File: config.mk
export PLATFORM = sky130hd
export DESIGN_NAME = water_level_refill_controller_flat
export DESIGN_NICKNAME = d
export VERILOG_FILES = /design/src/hw/rtl/wlrc_pkg.sv /design/src/hw/rtl/wlrc_in_if.sv /design/src/hw/rtl/wlrc_out_if.sv /design/src/hw/rtl/wlrc_cfg_if.sv /design/src/hw/rtl/wlrc_cfg_regs.sv /design/src/hw/rtl/wlrc_band_filter.sv /design/src/hw/rtl/wlrc_actuator_logic.sv /design/src/hw/rtl/water_level_refill_controller.sv /design/src/flat_wrapper.sv
export SDC_FILE = /design/constraint.sdc
export NUM_CORES = 1
export LEC_CHECK = 0
export BUFFER_PORTS_ARGS = -buffer_cell sky130_fd_sc_hd__buf_2
export CAP_MARGIN = 0
export CORE_UTILIZATION = 52
export CTS_CLUSTER_SIZE = 14
export DETAILED_ROUTE_END_ITERATION = 7
export MAX_ROUTING_LAYER = met4
export PLACE_DENSITY = 0.75
export SYNTH_ARGS = -nofsm -noshare
export SYNTH_HDL_FRONTEND = slang
export SYNTH_SLANG_ARGS = --single-unit
File: constraint.sdc
create_clock -name clk -period 3.78 [get_ports clk]
set_clock_uncertainty 0.2 [all_clocks]
set_input_delay 0.756 -clock clk [delete_from_list [all_inputs] [get_ports clk]]
set_output_delay 0.756 -clock clk [all_outputs]
set_load 0.005 [all_outputs]
File: src/hw/rtl/wlrc_pkg.sv
// wlrc_pkg: types, register indexes and reset values shared by the
// water level refill controller. No dependencies.
package wlrc_pkg;

  localparam int SAMPLE_W = 10;
  localparam int CFG_INDEX_W = 8;
  localparam int CFG_DATA_W = 16;

  localparam int CONFIRM_LIMIT_DEFAULT = 3;
  localparam int RESERVOIR_CONFIRM_DEFAULT = 5;

  // configuration register indexes
  localparam logic [CFG_INDEX_W-1:0] REG_POND_HIGH = 8'd0;
  localparam logic [CFG_INDEX_W-1:0] REG_POND_MID = 8'd1;
  localparam logic [CFG_INDEX_W-1:0] REG_POND_LOW = 8'd2;
  localparam logic [CFG_INDEX_W-1:0] REG_RESERVOIR = 8'd3;

  localparam logic [SAMPLE_W-1:0] POND_HIGH_RESET = 10'd768;
  localparam logic [SAMPLE_W-1:0] POND_MID_RESET = 10'd512;
  localparam logic [SAMPLE_W-1:0] POND_LOW_RESET = 10'd256;
  localparam logic [SAMPLE_W-1:0] RESERVOIR_RESET = 10'd512;

  // pond bands
  localparam logic [1:0] BAND_EMPTY = 2'd0;
  localparam logic [1:0] BAND_LOW = 2'd1;
  localparam logic [1:0] BAND_MID = 2'd2;
  localparam logic [1:0] BAND_HIGH = 2'd3;

  typedef struct packed {
    logic [SAMPLE_W-1:0] pond_sample;
    logic [SAMPLE_W-1:0] reservoir_sample;
    logic                waterfall_request;
    logic                irrigation_request;
  } in_item_t;

  typedef struct packed {
    logic [1:0] pond_level;
    logic       level_flag_one;
    logic       level_flag_two;
    logic       reservoir_low;
    logic       refill_valve_on;
    logic       waterfall_on;
    logic       irrigation_on;
    logic       main_pump_on;
  } out_item_t;

  typedef struct packed {
    logic [SAMPLE_W-1:0] pond_high_threshold;
    logic [SAMPLE_W-1:0] pond_mid_threshold;
    logic [SAMPLE_W-1:0] pond_low_threshold;
    logic [SAMPLE_W-1:0] reservoir_threshold;
  } thresholds_t;

  typedef struct packed {
    logic [1:0] pond_level;
    logic       level_flag_one;
    logic       level_flag_two;
  } level_t;

  typedef struct packed {
    logic reservoir_low;
    logic refill_valve_on;
    logic waterfall_on;
    logic irrigation_on;
    logic main_pump_on;
  } actuators_t;

endpackage

File: src/hw/rtl/wlrc_in_if.sv
// wlrc_in_if: sample channel, valid/ready with one input item per beat.
// Depends on wlrc_pkg.
interface wlrc_in_if;
  logic               valid;
  logic               ready;
  wlrc_pkg::in_item_t data;

  modport source (output valid, output data, input ready);
  modport sink (input valid, input data, output ready);
endinterface

File: src/hw/rtl/wlrc_out_if.sv
// wlrc_out_if: result channel, valid/ready with one result item per beat.
// Depends on wlrc_pkg.
interface wlrc_out_if;
  logic                valid;
  logic                ready;
  wlrc_pkg::out_item_t data;

  modport source (output valid, output data, input ready);
  modport sink (input valid, input data, output ready);
endinterface

File: src/hw/rtl/wlrc_cfg_if.sv
// wlrc_cfg_if: configuration write channel, register index and data per beat.
// Depends on wlrc_pkg.
interface wlrc_cfg_if;
  logic                                 valid;
  logic                                 ready;
  logic [wlrc_pkg::CFG_INDEX_W-1:0]     index;
  logic [wlrc_pkg::CFG_DATA_W-1:0]      data;

  modport source (output valid, output index, output data, input ready);
  modport sink (input valid, input index, input data, output ready);
endinterface

File: src/hw/rtl/wlrc_cfg_regs.sv
// wlrc_cfg_regs: threshold registers written from the configuration channel.
// Depends on wlrc_pkg and wlrc_cfg_if.
module wlrc_cfg_regs (
  input  logic                  clk,
  input  logic                  rst,
  wlrc_cfg_if.sink              cfg,
  output wlrc_pkg::thresholds_t thresholds
);

  wlrc_pkg::thresholds_t thr;
  logic [wlrc_pkg::SAMPLE_W-1:0] wr_value;

  assign cfg.ready = 1'b1;
  assign wr_value = cfg.data[wlrc_pkg::SAMPLE_W-1:0];
  assign thresholds = thr;

  always_ff @(posedge clk) begin
    if (rst) begin
      thr.pond_high_threshold <= wlrc_pkg::POND_HIGH_RESET;
      thr.pond_mid_threshold <= wlrc_pkg::POND_MID_RESET;
      thr.pond_low_threshold <= wlrc_pkg::POND_LOW_RESET;
      thr.reservoir_threshold <= wlrc_pkg::RESERVOIR_RESET;
    end else if (cfg.valid) begin
      case (cfg.index)
        wlrc_pkg::REG_POND_HIGH: thr.pond_high_threshold <= wr_value;
        wlrc_pkg::REG_POND_MID: thr.pond_mid_threshold <= wr_value;
        wlrc_pkg::REG_POND_LOW: thr.pond_low_threshold <= wr_value;
        wlrc_pkg::REG_RESERVOIR: thr.reservoir_threshold <= wr_value;
        default: ;
      endcase
    end
  end

endmodule

File: src/hw/rtl/wlrc_band_filter.sv
// wlrc_band_filter: sorts the pond sample into a band and adopts a band
// after a run of confirming samples. Depends on wlrc_pkg.
module wlrc_band_filter #(
  parameter int CONFIRM_LIMIT = wlrc_pkg::CONFIRM_LIMIT_DEFAULT
) (
  input  logic                          clk,
  input  logic                          rst,
  input  logic                          step,
  input  logic [wlrc_pkg::SAMPLE_W-1:0] pond_sample,
  input  wlrc_pkg::thresholds_t         thresholds,
  output wlrc_pkg::level_t              level
);

  localparam int CW = $clog2(CONFIRM_LIMIT + 1);

  logic [CW-1:0] run_count [4];
  logic [CW-1:0] run_count_next [4];
  logic [1:0]    adopted_level;
  logic [1:0]    adopted_level_next;
  logic [1:0]    band;
  logic [CW:0]   run_inc;

  always_comb begin
    if (pond_sample >= thresholds.pond_high_threshold) band = wlrc_pkg::BAND_HIGH;
    else if (pond_sample >= thresholds.pond_mid_threshold) band = wlrc_pkg::BAND_MID;
    else if (pond_sample >= thresholds.pond_low_threshold) band = wlrc_pkg::BAND_LOW;
    else band = wlrc_pkg::BAND_EMPTY;
  end

  always_comb begin
    run_inc = {1'b0, run_count[band]} + {{CW{1'b0}}, 1'b1};
    adopted_level_next = adopted_level;
    for (int k = 0; k < 4; k++) begin
      run_count_next[k] = '0;
    end
    if (run_inc > (CW + 1)'(CONFIRM_LIMIT)) begin
      adopted_level_next = band;
    end else begin
      run_count_next[band] = run_inc[CW-1:0];
    end
  end

  always_ff @(posedge clk) begin
    if (rst) begin
      adopted_level <= wlrc_pkg::BAND_EMPTY;
      for (int k = 0; k < 4; k++) begin
        run_count[k] <= '0;
      end
    end else if (step) begin
      adopted_level <= adopted_level_next;
      for (int k = 0; k < 4; k++) begin
        run_count[k] <= run_count_next[k];
      end
    end
  end

  // result reports the level after this sample
  assign level.pond_level = adopted_level_next;
  assign level.level_flag_one = adopted_level_next[1];
  assign level.level_flag_two = adopted_level_next[0];

endmodule

File: src/hw/rtl/wlrc_actuator_logic.sv
// wlrc_actuator_logic: reservoir low confirmation, refill latch and
// valve/pump drive. Depends on wlrc_pkg.
module wlrc_actuator_logic #(
  parameter int RESERVOIR_CONFIRM = wlrc_pkg::RESERVOIR_CONFIRM_DEFAULT
) (
  input  logic                          clk,
  input  logic                          rst,
  input  logic                          step,
  input  logic [wlrc_pkg::SAMPLE_W-1:0] reservoir_sample,
  input  logic [wlrc_pkg::SAMPLE_W-1:0] reservoir_threshold,
  input  logic                          waterfall_request,
  input  logic                          irrigation_request,
  input  wlrc_pkg::level_t              level,
  output wlrc_pkg::actuators_t          act
);

  localparam int RW = $clog2(RESERVOIR_CONFIRM + 1);

  logic [RW-1:0] low_count;
  logic [RW-1:0] low_count_next;
  logic [RW-1:0] low_inc;
  logic          refilling;
  logic          refilling_next;
  logic          low;
  logic          refill;
  logic          wf;
  logic          irr;

  always_comb begin
    low = 1'b0;
    low_inc = low_count;
    if (reservoir_sample > reservoir_threshold) begin
      if (low_count < RW'(RESERVOIR_CONFIRM)) low_inc = low_count + RW'(1);
      low = (low_inc >= RW'(RESERVOIR_CONFIRM));
      low_count_next = low ? RW'(RESERVOIR_CONFIRM) : low_inc;
    end else begin
      low_count_next = '0;
    end
  end

  always_comb begin
    refilling_next = refilling;
    refill = 1'b0;
    wf = 1'b0;
    irr = 1'b0;
    if (!low) begin
      // hysteresis: full pond stops, middle holds, low or empty starts
      if (level.level_flag_one && level.level_flag_two) begin
        refilling_next = 1'b0;
      end else if (refilling) begin
        refill = 1'b1;
      end else if (!level.level_flag_one) begin
        refilling_next = 1'b1;
        refill = 1'b1;
      end
      if (level.level_flag_one || level.level_flag_two) begin
        wf = waterfall_request;
        irr = irrigation_request;
      end
    end
  end

  always_ff @(posedge clk) begin
    if (rst) begin
      low_count <= '0;
      refilling <= 1'b0;
    end else if (step) begin
      low_count <= low_count_next;
      refilling <= refilling_next;
    end
  end

  assign act.reservoir_low = low;
  assign act.refill_valve_on = refill;
  assign act.waterfall_on = wf;
  assign act.irrigation_on = irr;
  assign act.main_pump_on = wf | irr;

endmodule

File: src/hw/rtl/water_level_refill_controller.sv
// water_level_refill_controller: top level, input and result registers
// around the band filter and actuator logic.
// Depends on wlrc_pkg, the channel interfaces and all wlrc_* modules.
//
// Usage:
//   samples: one beat per tick while samples.ready is high carries the
//     pond and reservoir samples and the waterfall and irrigation requests.
//   results: one beat per accepted sample with the adopted pond level,
//     level flags, reservoir low flag and the valve and pump drives.
//   cfg: threshold writes by register index, always ready; write only
//     while no sample is in flight. Unknown indexes are ignored.
// A sample beat passes through the input register and then the result
// register to its result beat. Throughput is one item per cycle while the
// receiver is ready, set by the update of the run counters, reservoir
// count and refill latch that the next item reads.
// Reset clears both pipeline stages, all counters, the adopted level and
// the refill latch, and loads the default thresholds.
// When the receiver stalls the result register holds its beat, the input
// register fills behind it and then samples.ready drops until a beat leaves.
module water_level_refill_controller #(
  parameter int CONFIRM_LIMIT = wlrc_pkg::CONFIRM_LIMIT_DEFAULT,
  parameter int RESERVOIR_CONFIRM = wlrc_pkg::RESERVOIR_CONFIRM_DEFAULT
) (
  input  logic        clk,
  input  logic        rst,
  wlrc_in_if.sink     samples,
  wlrc_out_if.source  results,
  wlrc_cfg_if.sink    cfg
);

  wlrc_pkg::thresholds_t thresholds;
  wlrc_pkg::level_t      level;
  wlrc_pkg::actuators_t  act;
  wlrc_pkg::in_item_t    item;
  wlrc_pkg::out_item_t   result;
  logic                  item_valid;
  logic                  result_valid;
  logic                  out_free;
  logic                  step;

  assign out_free = !result_valid || results.ready;
  assign samples.ready = !item_valid || out_free;
  assign step = item_valid && out_free;

  always_ff @(posedge clk) begin
    if (rst) begin
      item_valid <= 1'b0;
      result_valid <= 1'b0;
    end else begin
      if (samples.ready) item_valid <= samples.valid;
      if (out_free) result_valid <= item_valid;
    end
  end

  always_ff @(posedge clk) begin
    if (samples.valid && samples.ready) item <= samples.data;
    if (step) begin
      result.pond_level <= level.pond_level;
      result.level_flag_one <= level.level_flag_one;
      result.level_flag_two <= level.level_flag_two;
      result.reservoir_low <= act.reservoir_low;
      result.refill_valve_on <= act.refill_valve_on;
      result.waterfall_on <= act.waterfall_on;
      result.irrigation_on <= act.irrigation_on;
      result.main_pump_on <= act.main_pump_on;
    end
  end

  assign results.valid = result_valid;
  assign results.data = result;

  wlrc_cfg_regs u_cfg_regs (
    .clk        (clk),
    .rst        (rst),
    .cfg        (cfg),
    .thresholds (thresholds)
  );

  wlrc_band_filter #(
    .CONFIRM_LIMIT (CONFIRM_LIMIT)
  ) u_band_filter (
    .clk         (clk),
    .rst         (rst),
    .step        (step),
    .pond_sample (item.pond_sample),
    .thresholds  (thresholds),
    .level       (level)
  );

  wlrc_actuator_logic #(
    .RESERVOIR_CONFIRM (RESERVOIR_CONFIRM)
  ) u_actuator_logic (
    .clk                 (clk),
    .rst                 (rst),
    .step                (step),
    .reservoir_sample    (item.reservoir_sample),
    .reservoir_threshold (thresholds.reservoir_threshold),
    .waterfall_request   (item.waterfall_request),
    .irrigation_request  (item.irrigation_request),
    .level               (level),
    .act                 (act)
  );

  // low reservoir beat must have every actuator off
  a_low_all_off: assert property (@(posedge clk) disable iff (rst)
    results.valid && results.data.reservoir_low |->
      !results.data.refill_valve_on && !results.data.waterfall_on &&
      !results.data.irrigation_on && !results.data.main_pump_on)
    else $error("actuator on with reservoir low");

  // flags follow the reported level
  a_flags_match: assert property (@(posedge clk) disable iff (rst)
    results.valid |->
      results.data.level_flag_one == results.data.pond_level[1] &&
      results.data.level_flag_two == results.data.pond_level[0])
    else $error("level flags disagree with pond level");

  // empty pond keeps waterfall and irrigation closed
  a_empty_closed: assert property (@(posedge clk) disable iff (rst)
    results.valid && results.data.pond_level == wlrc_pkg::BAND_EMPTY |->
      !results.data.waterfall_on && !results.data.irrigation_on)
    else $error("valve open on empty pond");

  // pipeline is empty the cycle after reset
  a_reset_empty: assert property (@(posedge clk)
    $past(rst) |-> !item_valid && !result_valid)
    else $error("pipeline not cleared by reset");

endmodule
File: src/flat_wrapper.sv
// flat-port wrapper written by rule: the top's interface ports become plain ports
module water_level_refill_controller_flat 
#(
  parameter int CONFIRM_LIMIT = wlrc_pkg::CONFIRM_LIMIT_DEFAULT,
  parameter int RESERVOIR_CONFIRM = wlrc_pkg::RESERVOIR_CONFIRM_DEFAULT
)
  (clk, rst, samples_valid, samples_data, samples_ready, results_valid, results_data, results_ready, cfg_valid, cfg_index, cfg_data, cfg_ready);
  wlrc_in_if samples_i ();
  wlrc_out_if results_i ();
  wlrc_cfg_if cfg_i ();
  input  logic clk;
  input  logic rst;
  input wire logic [$bits(samples_i.valid)-1:0] samples_valid;
  input wire logic [$bits(samples_i.data)-1:0] samples_data;
  output wire logic [$bits(samples_i.ready)-1:0] samples_ready;
  output wire logic [$bits(results_i.valid)-1:0] results_valid;
  output wire logic [$bits(results_i.data)-1:0] results_data;
  input wire logic [$bits(results_i.ready)-1:0] results_ready;
  input wire logic [$bits(cfg_i.valid)-1:0] cfg_valid;
  input wire logic [$bits(cfg_i.index)-1:0] cfg_index;
  input wire logic [$bits(cfg_i.data)-1:0] cfg_data;
  output wire logic [$bits(cfg_i.ready)-1:0] cfg_ready;
  assign samples_i.valid = samples_valid;
  assign samples_i.data = samples_data;
  assign samples_ready = samples_i.ready;
  assign results_valid = results_i.valid;
  assign results_data = results_i.data;
  assign results_i.ready = results_ready;
  assign cfg_i.valid = cfg_valid;
  assign cfg_i.index = cfg_index;
  assign cfg_i.data = cfg_data;
  assign cfg_ready = cfg_i.ready;
  water_level_refill_controller #(.CONFIRM_LIMIT(CONFIRM_LIMIT), .RESERVOIR_CONFIRM(RESERVOIR_CONFIRM)) u_core (.clk(clk), .rst(rst), .samples(samples_i), .results(results_i), .cfg(cfg_i));
endmodule
==> out/metrics.csv, run 1 <==
stage,metric,value,unit
finish,final core utilization,61.7,%
sta,ratio of final minimum period to clock period,93.4,%
routing,count of routing violations after the opening detailed-route iteration,99,
routing,drt via density,5.35,
place,final RePlAce weighted congestion,0.804,
sta,max-slew violation count,0,
yosys,count of unique library cells instantiated by Yosys,50,
yosys,Synth Instances,413,
critical_path,Reg-to-Reg End,u_core.u_actuator_logic.refilling,
critical_path,cell type group with the largest total delay on the critical path,simple AND/OR/NAND/NOR gates,
clock_network,Clock Latency Late Sink,0.35,ns
yosys,post-synthesis sequential element count,85,
yosys,syn_nets,506,
critical_path,number of cells on the critical path,14,
finish,nets@finish,562,
critical_path,critical path class,register to register,
sta,setup total negative slack,0,ns
finish,layout filler cell count,638,
grt,wire length of the first global-routing pass,13100,µm
routing,vias,3081,
yosys,number of synthesized flops with an enable pin,37,
critical_path,kind of end point of the critical path,register,
yosys,Netlist Area Pre-Place,4180,µm²
grt,number of global-route vias before repair,2949,
place,cell total after placement,560,
floorplan,initial core utilization,54.0,%
yosys,most used flip-flop cell after synthesis,sky130_fd_sc_hd__dfxtp_1,
critical_path,Critical Path Source Type,register,
floorplan,Ports,63,
critical_path,"Buf+Inv Stages, Crit Path",1,
routing,routed len/inst,13.7,µm
floorplan,die footprint,8390,µm²
grt,pin count of the biggest net entering global routing,47,
critical_path,launch point of the worst reg-to-reg path,u_core.item[12],
critical_path,startpoint of the most critical setup path,u_core.item[12],
critical_path,Worst setup endpoint,u_core.u_actuator_logic.refilling,
flow_run,total of max-cap violations,0,
critical_path,Worst path max stage delay,0.42,ns
routing,aggregate routed wire length,7890,µm
floorplan,Die Span X,91.6,µm
critical_path,standard cell with the maximum stage delay on the critical path,sky130_fd_sc_hd__or3_4,
finish,"Cell Count, Final, Fillers Out",576,
critical_path,reg-to-reg setup timing slack,0.25,ns
sta,normalized max-slew margin,29.0,%
critical_path,cells on worst reg2reg path,14,
place,IO Port Bufs,55,
clock_network,TritonCTS buffer count,9,
routing,DRC violations left,0,
sta,# setup viols final,0,
finish,multi-input gate area in the final layout,1870,µm²
sta,min Tclk post-route,3.53,ns
yosys,largest cells by area after synthesis,"sky130_fd_sc_hd__edfxtp_1 27%, sky130_fd_sc_hd__dfxtp_1 23%, sky130_fd_sc_hd__ha_1 13%",
finish,fraction of final layout cells sized beyond drive strength 1,18.6,%
clock_network,TritonCTS clock tree,done,
grt,global routing usage summed across all routing layers,20.6,%
sta,final hold violation count,0,
critical_path,cell-by-cell listing of the critical path,inv_1 -> ha_1 -> nand2b_1 -> a211oi_2 -> nor3_1 -> or3_4 -> or4_1 -> o21ai_0 -> a21oi_1 -> ha_2 -> nor2_1 -> a31oi_2 -> or3_1 -> a31oi_1,
critical_path,required time at the endpoint of the critical path,3.86,ns
grt,antenna violations before repair,0,
floorplan,die height,91.6,µm
floorplan,area of the core,7730,µm²
routing,antenna-violating nets left,0,
power,peak ir drop on the vdd network,206,µV
yosys,async set-reset flop share out of synthesis,0,%
critical_path,critical-path maximum fanout,7,
yosys,top cell type by total area after synthesis,sky130_fd_sc_hd__edfxtp_1,
critical_path,arrival time at the worst endpoint,3.62,ns
finish,growth of design area from synthesis to finish,14.2,%
sta,setup repair after global routing missed its margin,no,
yosys,Synth top area share,26.6,%
grt,residual overflow from global routing,0,
clock_network,post-CTS repair timing setup buffer count,0,
yosys,count of warnings emitted by yosys,0,
power,leak pwr,1.93,nW
finish,Antenna diodes,0,
place,final HPWL from detailed placement,5900,µm
clock_network,clock-pin slew reported for the worst setup and hold paths after clock tree synthesis,0.08,ns
yosys,sequential share of the synthesized area,49.6,%
outcome,status,"complete, no violations",
power,Power Density,397,nW/µm²
sta,slew at the pin closest to its max-slew limit,1.06,ns
routing,number of detailed-routing iterations run before antenna repair,4,
finish,sequential cell area,2070,µm²
clock_network,worst-case clock buffer depth,2,
yosys,Avg Inst Size Synth,10.1,µm²
clock_network,clk sinks,85,
clock_network,Clock Root Buffer,sky130_fd_sc_hd__clkbuf_8,
hold_path,Hold Crit Class,register to register,
floorplan,number of cell rows,32,
sta,Highest Clock Rate,283,MHz
clock_network,CTS H-tree depth,3,
## flip-flops by register name, summed over array words and instances (netlist names), 2 cells and up
name,flops
u_core.u_band_filter.adopted_level,2
u_core.item,22
u_core.results.data,7
u_core.u_cfg_regs.thresholds,40
u_core.u_band_filter.run_count,8
u_core.u_actuator_logic.low_count,3
## through the flow
stage	worst slack, ns	total power [mW]	instance area, µm²	hold slack, ns
2_1_floorplan	0.466	1.15	4180	0.232
6_report	0.249	1.89	4770	0.256
5_1_grt	0.0803	1.97	4770	0.274
3_5_place_dp	0.158	1.21	4530	0.246
4_1_cts	0.0753	1.90	4750	0.257
3_3_place_gp	0.221	1.20	4530	0.241
## tightest hold or removal path: stages, from the launching register on
cell and delay (ns):
sky130_fd_sc_hd__dfxtp_1 0.32, sky130_fd_sc_hd__nand2_1 0.05, sky130_fd_sc_hd__a21oi_1 0.05
## worst min path at each step
stage,startpoint,endpoint,slack [ns],cells after the start
floorplan,u_core.u_cfg_regs.thresholds[1],u_core.u_cfg_regs.thresholds[1],0.23,2
global placement,u_core.u_cfg_regs.thresholds[28],u_core.u_cfg_regs.thresholds[28],0.24,2
detailed placement,u_core.u_cfg_regs.thresholds[4],u_core.u_cfg_regs.thresholds[4],0.25,2
CTS,u_core.u_cfg_regs.thresholds[21],u_core.u_cfg_regs.thresholds[21],0.26,2
global route,u_core.u_cfg_regs.thresholds[23],u_core.u_cfg_regs.thresholds[23],0.27,2
finish,u_core.u_cfg_regs.thresholds[23],u_core.u_cfg_regs.thresholds[23],0.26,2
## cells by family (layout without fill, tap and decap cells)
logic type | count (synthesis) | count (layout) | share of synthesized area (%)
muxes | 18 | 18 | 4.35
AOI/OAI and AO/OA | 75 | 75 | 11.8
DFF | 85 | 85 | 49.6
and+or+nand+nor | 131 | 131 | 15.4
other | 1 | 1 | 0.0898
adders and majority gates | 42 | 42 | 12.6
buffers and inverters | 61 | 122 | 6.08
## report_power, final
group          switching, mW  internal [mW]  total, mW
clock network          0.325          0.371      0.696
logic                  0.107         0.0799      0.187
registers             0.0153          0.994       1.01
## Yosys cell counts (2+ instances only)
library cell               instances
sky130_fd_sc_hd__dfxtp_1          48
sky130_fd_sc_hd__mux2i_1          17
sky130_fd_sc_hd__nand3_1           4
sky130_fd_sc_hd__nor2_4            2
sky130_fd_sc_hd__clkbuf_1          5
sky130_fd_sc_hd__nand2b_1          4
sky130_fd_sc_hd__nand4_1           5
sky130_fd_sc_hd__and2_1            2
sky130_fd_sc_hd__a31oi_2           2
sky130_fd_sc_hd__nand2_1          48
sky130_fd_sc_hd__edfxtp_1         37
sky130_fd_sc_hd__a211oi_1          5
sky130_fd_sc_hd__buf_4             3
sky130_fd_sc_hd__a41oi_1           3
sky130_fd_sc_hd__buf_2             5
sky130_fd_sc_hd__a21o_1            3
sky130_fd_sc_hd__and3_1            2
sky130_fd_sc_hd__nor3_1           10
sky130_fd_sc_hd__nand3b_1          3
sky130_fd_sc_hd__nor3b_1           3
sky130_fd_sc_hd__a21oi_1          36
sky130_fd_sc_hd__or3_1             2
sky130_fd_sc_hd__ha_1             42
sky130_fd_sc_hd__o311a_1           2
sky130_fd_sc_hd__nor2_1           37
sky130_fd_sc_hd__inv_1            46
sky130_fd_sc_hd__nor4_1            2
sky130_fd_sc_hd__a211o_1           5
sky130_fd_sc_hd__o211a_1           2
sky130_fd_sc_hd__o21ai_0           8
## routing by layer
| layer | up-vias | GRT usage [%] | wire (µm) |
|---|---|---|---|
| met3 | 12 | 4.19 | 242 |
| met4 | 0 | 8.33 | 159 |
| li1 | 1560 | - | - |
| met5 | - | - | 0 |
| met1 | 1458 | 23.6 | 3590 |
| met2 | 51 | 35.0 | 3900 |
## layout make-up
type                       count  area share, %
multi-input combinational    267           39.2
timing repair buffer          60           6.56
clock buffer                  10           2.68
tap                          102           2.68
clock inverter                 6           1.84
sequential                    85           43.4
inverter                      46           3.62
## layout by cell type, fill, tap and decap left out, types with 3 or more instances in the layout
cell type	instances
sky130_fd_sc_hd__nand3b_1	3
sky130_fd_sc_hd__o21ai_0	8
sky130_fd_sc_hd__nor3_1	9
sky130_fd_sc_hd__buf_2	55
sky130_fd_sc_hd__mux2i_1	17
sky130_fd_sc_hd__edfxtp_1	37
sky130_fd_sc_hd__buf_4	5
sky130_fd_sc_hd__inv_1	46
sky130_fd_sc_hd__nor3b_1	3
sky130_fd_sc_hd__a41oi_1	3
sky130_fd_sc_hd__a211oi_1	4
sky130_fd_sc_hd__a21oi_1	36
sky130_fd_sc_hd__dfxtp_1	48
sky130_fd_sc_hd__clkbuf_8	9
sky130_fd_sc_hd__ha_1	41
sky130_fd_sc_hd__a21o_1	3
sky130_fd_sc_hd__nand2_1	48
sky130_fd_sc_hd__nand4_1	5
sky130_fd_sc_hd__nor2_1	36
sky130_fd_sc_hd__a211o_1	5
sky130_fd_sc_hd__nand2b_1	4
sky130_fd_sc_hd__nand3_1	4
## what timing repair did
item	CTS	global route
endpoints found under the hold margin	0	0
hold buffers	0	0
resized for setup	0	5
endpoints found under the setup margin	0	13
(Power assumes the default switching activity.)
==> inputs of run 2 (changes only) <==
ABC_AREA = 1   (was unset)
==> out/metrics.csv, run 2 <==
stage,metric,value,unit
clock_network,clock-pin slew reported for the worst setup and hold paths after clock tree synthesis,0.08,ns
yosys,Netlist Area Pre-Place,4200,µm²
floorplan,initial core utilization,54.1,%
clock_network,PostCTS Resize Cnt,0,
sta,slew at the pin closest to its max-slew limit,0.915,ns
finish,number of flip-flops in the largest register,40,
critical_path,launch point of the worst reg-to-reg path,u_core.item[20],
outcome,status,"complete, no violations",
power,combinational cell fraction of total power,10.0,%
power,clock share of power,37.4,%
clock_network,clk sinks,85,
grt,pin count of the biggest net entering global routing,46,
sta,final hold violation count,0,
grt,residual overflow from global routing,0,
yosys,Post-Synth Simple-Gate Area,15.2,%
critical_path,arrival time at the worst endpoint,2.99,ns
sta,normalized max-slew margin,38.9,%
clock_network,CTS Hold Bufs,0,
grt,global routing usage summed across all routing layers,22.2,%
sta,min Tclk post-route,3.08,ns
critical_path,kind of end point of the critical path,register,
place,final HPWL from detailed placement,6110,µm
critical_path,critical-path maximum fanout,5,
power,leak pwr,2.17,nW
yosys,count of unique library cells instantiated by Yosys,32,
clock_network,worst-case clock buffer depth,2,
clock_network,post-CTS repair timing setup buffer count,0,
sta,ratio of final minimum period to clock period,81.4,%
critical_path,cells on worst reg2reg path,19,
power,sequential share of power,52.6,%
place,IO Port Bufs,55,
routing,number of detailed-routing iterations run before antenna repair,4,
sta,Highest Clock Rate,325,MHz
floorplan,Die Span X,91.9,µm
yosys,most numerous cell types in the synthesized netlist,"80 x sky130_fd_sc_hd__nand2_1, 79 x sky130_fd_sc_hd__inv_1, 48 x sky130_fd_sc_hd__dfxtp_1, 47 x sky130_fd_sc_hd__a21oi_1, 43 x sky130_fd_sc_hd__o21ai_0",
finish,nets@finish,623,
sta,setup repair after global routing missed its margin,no,
floorplan,area of the core,7770,µm²
yosys,async set-reset flop share out of synthesis,0,%
finish,growth of design area from synthesis to finish,13.0,%
sta,max-slew violation count,0,
clock_network,TritonCTS clock tree,done,
yosys,number of synthesized flops with an enable pin,37,
yosys,count of warnings emitted by yosys,0,
routing,drt via density,5.16,
critical_path,critical path class,register to register,
critical_path,startpoint of the most critical setup path,u_core.item[20],
critical_path,Worst setup endpoint,u_core.results.data[2],
grt,number of global-route vias before repair,3287,
yosys,proportion of synthesized area in mux cells,0,%
critical_path,required time at the endpoint of the critical path,3.69,ns
power,proportion of total power due to net switching,24.0,%
yosys,cell with the most instances after synthesis,sky130_fd_sc_hd__nand2_1,
yosys,Avg Inst Size Synth,8.85,µm²
clock_network,CTS H-tree depth,3,
routing,routed len/inst,13.1,µm
critical_path,Reg-to-Reg End,u_core.results.data[2],
sta,setup total negative slack,0,ns
yosys,Synth Instances,475,
flow_run,total of max-cap violations,0,
routing,vias,3290,
routing,aggregate routed wire length,8330,µm
yosys,fraction of the mapped netlist area in compound gates,13.6,%
routing,antenna-violating nets left,0,
routing,DRC violations left,0,
yosys,top cell type by total area after synthesis,sky130_fd_sc_hd__edfxtp_1,
floorplan,number of cell rows,32,
grt,wire length of the first global-routing pass,14300,µm
yosys,Synth Area in Adders,12.5,%
yosys,syn_nets,568,
routing,count of routing violations after the opening detailed-route iteration,194,
sta,# setup viols final,0,
hold_path,Hold Crit Class,register to register,
power,Psw,0.459,mW
finish,final core utilization,61.1,%
place,final RePlAce weighted congestion,0.880,
yosys,Synth top area share,26.4,%
floorplan,Ports,63,
yosys,sequential share of the synthesized area,49.3,%
power,cell-internal power,1.46,mW
yosys,xor and xnor area share after synthesis,0.208,%
finish,most frequent cells in the layout,"80 x sky130_fd_sc_hd__nand2_1, 79 x sky130_fd_sc_hd__inv_1, 55 x sky130_fd_sc_hd__buf_2",
grt,antenna violations before repair,0,
clock_network,Clock Root Buffer,sky130_fd_sc_hd__clkbuf_8,
finish,fraction of final layout cells sized beyond drive strength 1,15.3,%
yosys,largest cells by area after synthesis,"sky130_fd_sc_hd__edfxtp_1 26%, sky130_fd_sc_hd__dfxtp_1 23%, sky130_fd_sc_hd__ha_1 13%",
critical_path,reg-to-reg setup timing slack,0.70,ns
clock_network,TritonCTS buffer count,9,
floorplan,die footprint,8450,µm²
critical_path,Critical Path Source Type,register,
power,Power Density,403,nW/µm²
finish,"leading cell type in the layout, fill and taps excluded",sky130_fd_sc_hd__nand2_1,
finish,Antenna diodes,0,
yosys,post-synthesis sequential element count,85,
clock_network,Clock Latency Late Sink,0.35,ns
power,peak ir drop on the vdd network,267,µV
yosys,combinational family with the most area after synthesis,simple AND/OR/NAND/NOR gates,
floorplan,die height,91.9,µm
yosys,most used flip-flop cell after synthesis,sky130_fd_sc_hd__dfxtp_1,
## run 2: worst min path at each step
stage	from	end	cells after the start
6_report	u_core.u_cfg_regs.thresholds[14]	u_core.u_cfg_regs.thresholds[14]	2
5_1_grt	u_core.u_cfg_regs.thresholds[22]	u_core.u_cfg_regs.thresholds[22]	2
4_1_cts	u_core.u_cfg_regs.thresholds[14]	u_core.u_cfg_regs.thresholds[14]	2
3_5_place_dp	u_core.u_cfg_regs.thresholds[14]	u_core.u_cfg_regs.thresholds[14]	2
3_3_place_gp	u_core.u_cfg_regs.thresholds[32]	u_core.u_cfg_regs.thresholds[32]	2
2_1_floorplan	u_core.u_cfg_regs.thresholds[14]	u_core.u_cfg_regs.thresholds[14]	2
## run 2: final cells by class
| class | count | area (µm²) |
|---|---|---|
| Tap cell | 102 | 128 |
| Multi-Input combinational cell | 299 | 1750 |
| Inverter | 80 | 300 |
| Sequential cell | 85 | 2070 |
| Fill cell | 677 | 3020 |
| Clock buffer | 10 | 138 |
| Timing Repair Buffer | 55 | 275 |
| Clock inverter | 6 | 86.3 |
## run 2: through the flow
| step | worst slack, ns | total power [mW] | instances | cell area, µm² | hold WS [ns] |
|---|---|---|---|---|---|
| after floorplan | 1.10 | 1.15 | 475 | 4200 | 0.233 |
| after global placement | 0.762 | 1.21 | 621 | 4520 | 0.244 |
| after detailed placement | 0.737 | 1.22 | 621 | 4520 | 0.251 |
| after CTS | 0.707 | 1.93 | 637 | 4750 | 0.264 |
| after global routing | 0.374 | 2.00 | 637 | 4750 | 0.285 |
| final | 0.703 | 1.91 | 637 | 4750 | 0.264 |
## run 2: cells by family (layout without fill, tap and decap cells)
| kind of cell | count (synthesis) | in the layout |
|---|---|---|
| and+or+nand+nor | 150 | 150 |
| AOI/OAI and AO/OA | 105 | 105 |
| DFF | 85 | 85 |
| other | 1 | 1 |
| xor gates and xnor gates | 1 | 1 |
| adders and majority gates | 42 | 42 |
| buffers and inverters | 91 | 151 |
## run 2: per-layer routing
metal | share of wire [%] | global-route usage [%]
met1 | 44 | 25.8
met5 | 0 | -
met3 | 4.8 | 5.80
met2 | 49 | 36.9
met4 | 2.4 | 8.20
## run 2: power by group through the flow
stage,logic [mW],clock network (mW),registers (mW)
after floorplan,0.125,0,1.02
after global placement,0.181,0,1.03
after detailed placement,0.189,0,1.03
after CTS,0.192,0.727,1.01
after global routing,0.221,0.770,1.01
final,0.191,0.717,1.01
## run 2: worst max-delay path, stage by stage, from the launching register on
cell and delay (ns):
sky130_fd_sc_hd__edfxtp_1 0.47, sky130_fd_sc_hd__ha_1 0.32, sky130_fd_sc_hd__nand2_1 0.09, sky130_fd_sc_hd__nor2_1 0.22
sky130_fd_sc_hd__nand2_1 0.08, sky130_fd_sc_hd__nor2_1 0.09, sky130_fd_sc_hd__nor2_1 0.08, sky130_fd_sc_hd__nand2_1 0.14
sky130_fd_sc_hd__nor2_1 0.06, sky130_fd_sc_hd__nand2_1 0.08, sky130_fd_sc_hd__o211ai_1 0.08, sky130_fd_sc_hd__nor2_1 0.10
sky130_fd_sc_hd__ha_1 0.24, sky130_fd_sc_hd__inv_1 0.09, sky130_fd_sc_hd__nor2_1 0.10, sky130_fd_sc_hd__nand2_1 0.06
sky130_fd_sc_hd__nand2_1 0.15, sky130_fd_sc_hd__nand2_1 0.07, sky130_fd_sc_hd__inv_1 0.07, sky130_fd_sc_hd__nor2_1 0.04
